File: src/rtl/lesf_ram.sv
module lesf_ram #(
   parameter int WIDTH = 8,
   parameter int DEPTH = 16
) (
   input  logic                     clock,
   input  logic                     wr_en,
   input  logic [$clog2(DEPTH)-1:0] wr_addr,
   input  logic [WIDTH-1:0]         wr_data,
   input  logic [$clog2(DEPTH)-1:0] rd_addr,
   output logic [WIDTH-1:0]         rd_data
);

   logic [WIDTH-1:0] mem_ff [DEPTH];
   logic [WIDTH-1:0] rd_data_ff;

   // one write port, registered read port
   always_ff @(posedge clock) begin
      if (wr_en) begin
         mem_ff[wr_addr] <= wr_data;
      end
      rd_data_ff <= mem_ff[rd_addr];
   end

   assign rd_data = rd_data_ff;

endmodule

File: config.mk
export PLATFORM = sky130hd
export DESIGN_NAME = lesf_ram
export DESIGN_NICKNAME = d
export VERILOG_FILES = /design/src/rtl/lesf_ram.sv
export SDC_FILE = /design/constraint.sdc
export NUM_CORES = 1
export LEC_CHECK = 0
export BUFFER_PORTS_ARGS = -buffer_cell sky130_fd_sc_hd__clkbuf_2
export CORE_MARGIN = 1.5
export CORE_UTILIZATION = 54
export DETAILED_ROUTE_END_ITERATION = 6
export PLACE_DENSITY = 0.74
export REMOVE_ABC_BUFFERS = 1
export SLEW_MARGIN = 5
export SYNTH_ARGS = -nofsm -noshare
export SYNTH_HDL_FRONTEND = slang
export SYNTH_SLANG_ARGS = --single-unit
export TNS_END_PERCENT = 20
File: constraint.sdc
create_clock -name clock -period 1.8 [get_ports clock]
set_clock_uncertainty 0.15 [all_clocks]
set_input_delay 0.09 -clock clock [delete_from_list [all_inputs] [get_ports clock]]
set_output_delay 0.09 -clock clock [all_outputs]
set_load 0.01 [all_outputs]
==> flow_summary_export.csv <==
group,metric,value,unit
placement,gp_congestion,0.731,
clock_tree,hold_buffers,13,
drt,route.met2.wl,4.75,mm
synthesis,synth_compound_area_share,2.33,%
floorplanning,start_util,55.7,%
drt,ant_nets,0,
setup_path,crit_chain,"dlygate4sd3_1 -> clkbuf_2 -> nor3_1 -> dlygate4sd3_1 -> buf_4",
power,finalPower,6.96,mW
cells_and_area,finalInstanceArea,0.00621,mm^2
placement,io_buffers,25,
synthesis,synth_top_cell_area_share,74.7,%
drt,top_layer,"met4",
synthesis,synthSimpleGateAreaFrac,3.18,%
synthesis,muxShareOfSynthArea,15.0,%
timing,max_freq,595,MHz
timing,tns,0,ns
placement,place_inst,395,
timing,slew_violations,0,
synthesis,synthAdderAreaFrac,0,%
clock_tree,clkSinkCount,136,
synthesis,synth_edf_count,128,
timing,setup_slack,0.119,ns
timing,timing_worst_slew_pin_value,0.387,ns
cells_and_area,area_growth,20.7,%
timing,slew_headroom,74.2,%
clock_tree,cts_setup_buffers,0,
global_routing,overflow,0,
placement,hpwl,5.90,mm
drt,num_vias,2491,
power,leakagePower,2.14,nW
timing,rsz0062_at_grt,"no",
synthesis,synth_common_cells,"edfxtp_1, mux4_2, a22oi_1",
setup_path,start_kind,"input port",
clock_tree,numCtsBuffers,17,
cells_and_area,fillCellCount,591,
synthesis,seq_area_frac_synth,77.8,%
setup_path,critical_path_peak_fanout,8,
power,p_per_area,1120,mW/mm^2
clock_tree,clockRootBuffer,"clkbuf_8",
cells_and_area,drive_above_1_share,31.2,%
setup_path,arrival,1.75,ns
synthesis,async_reset_ff_share,0,%
worst_hold_path,worst_hold_path.num_cells,5,
synthesis,synth.most_common_cell,"edfxtp_1",
drt,firstDrtPassIters,4,
drt,drc,0,
cells_and_area,antenna_cells,0,
clock_tree,clk_latency,0.52,ns
drt,routed_wl,9.36,mm
placement,place_area,0.00555,mm^2
cells_and_area,stdcell_count,440,
floorplanning,die_x,101,um
drt,detail_route.vias_per_cell,5.66,
global_routing,grt_pass1_vias,2584,
floorplanning,dieHeight,101,um
clock_tree,cts_tree,"yes",
synthesis,ys_warn_count,0,
global_routing,antenna_found_initial,0,
setup_path,cpPeakStageDelay,0.58,ns
setup_path,cp_slowest_cell,"dlygate4sd3_1",
cells_and_area,nets,316,
clock_tree,clockBufferDepth,2,
global_routing,grt_max_degree,33,
floorplanning,pin_count,26,
power,ir_drop,0.616,mV
global_routing,track_usage,20.7,%
synthesis,synth.distinct_cells,19,
global_routing,grt_pass1_wl,14.5,mm
flow_run,drv_cap,0,
setup_path,crit_path_end_kind,"flop",
timing,finalCriticalPeriod,1.68,ns
setup_path,path_class,"input port to flop",
run_status,run_status,"completed",
synthesis,synthTopCellsByArea,"edfxtp_1, mux4_2, mux4_1, dfxtp_1, a22oi_1",
synthesis,synth-seq-cells,136,
timing,hold_viol,0,
clock_tree,clk_pin_slew,0.06,ns
clock_tree,cts_resized,0,
setup_path,crit_top_cell,"dlygate4sd3_1",
floorplanning,dieArea,0.0101,mm^2
synthesis,synth-xor-area-share,0,%
timing,finalCritPeriodShare,93.4,%
clock_tree,htree_num_levels,4,
setup_path,crit_required,1.87,ns
synthesis,synth_ff_type,"edfxtp_1",
drt,routed-wl-met3,540,um
drt,drt-met1-wl,3.98,mm
synthesis,synth_area,0.00515,mm^2
synthesis,synth_top_family_by_area,"multiplexers",
synthesis,synth.avg_cell_area,22.5,um^2
floorplanning,core-area,0.00924,mm^2
drt,post_drt_wl_per_cell,21.3,um
worst_hold_path,hp-class,"input port to flop",
drt,drt_iter0_markers,143,
floorplanning,rows,35,
setup_path,reg2regPathDepth,3,
placement,place_ws,0.113,ns
synthesis,synth_top_cell_by_area,"edfxtp_1",
synthesis,netlist_instances,229,
timing,setup_viol,0,
## per-layer routing
metal	up-vias	GRT usage, %
li1	1115	-
met1	1268	27.7
met2	99	33.2
met3	9	5.27
met4	0	8.13
met5	-	0
## cell usage in the layout, fill, tap and decap left out
| master | instances |
|---|---|
| nor2b_1 | 1 |
| nor3_1 | 4 |
| edfxtp_1 | 128 |
| nor2_1 | 13 |
| buf_12 | 3 |
| and2_1 | 1 |
| a22oi_1 | 16 |
| nand2b_1 | 2 |
| clkinvlp_4 | 2 |
| dlygate4sd3_1 | 13 |
| inv_6 | 6 |
| or3b_2 | 1 |
| dfxtp_1 | 8 |
| clkinv_1 | 1 |
| buf_4 | 19 |
| clkinv_4 | 5 |
| mux4_2 | 18 |
| clkbuf_16 | 16 |
| nand3_1 | 1 |
| clkbuf_8 | 1 |
| mux4_1 | 14 |
| clkinv_2 | 1 |
| nand3b_1 | 2 |
| clkbuf_2 | 25 |
| and2b_1 | 1 |
| nand2_1 | 9 |
## path summary, 6_finish.rpt
check,from,to,slack [ns]
min,rd_addr[2],rd_data[2],0.03
max,wr_addr[1],mem_ff[0][6],0.12
max reg2reg,mem_ff[9][3],rd_data[3],0.30
min reg2reg,mem_ff[7][3],rd_data[3],0.54
## state kept, by name, summed over array words and instances, names as in the netlist
signal   cells
mem_ff     128
rd_data      8
## power breakdown
group | internal, mW | switching [mW] | total [mW]
registers | 3.54 | 0.0230 | 3.56
clock network | 1.72 | 1.33 | 3.04
logic | 0.166 | 0.188 | 0.354
## cell families after synthesis
group,count (synthesis)
buffers and inverters,10
and+or+nand+nor,35
DFF,136
muxes,32
AOI/OAI and AO/OA,16
## through the flow
| step | util, % | hold slack, ns |
|---|---|---|
| after floorplan | - | 0.0389 |
| after global placement | 60.1 | 0.333 |
| after detailed placement | 60.1 | 0.333 |
| after CTS | 67.3 | 0.00849 |
| after global routing | 67.3 | 0.0488 |
| final | 67.3 | 0.0319 |
## worst max-delay path: cells and delay by family
family,cells,cell delay [ns]
buffers and inverters,4,1.45
AND/OR/NAND/NOR,1,0.21
## final cells by class
type	instances	area [um^2]	share of cell area [%]
clock buffers	17	414	6.66
multi-input cells	83	1060	17.0
flip-flops and latches	136	4000	64.4
clock inverters	15	120	1.93
well taps	129	161	2.60
repair buffers	60	458	7.37
No activity file was read; power rests on OpenSTA's default activity.
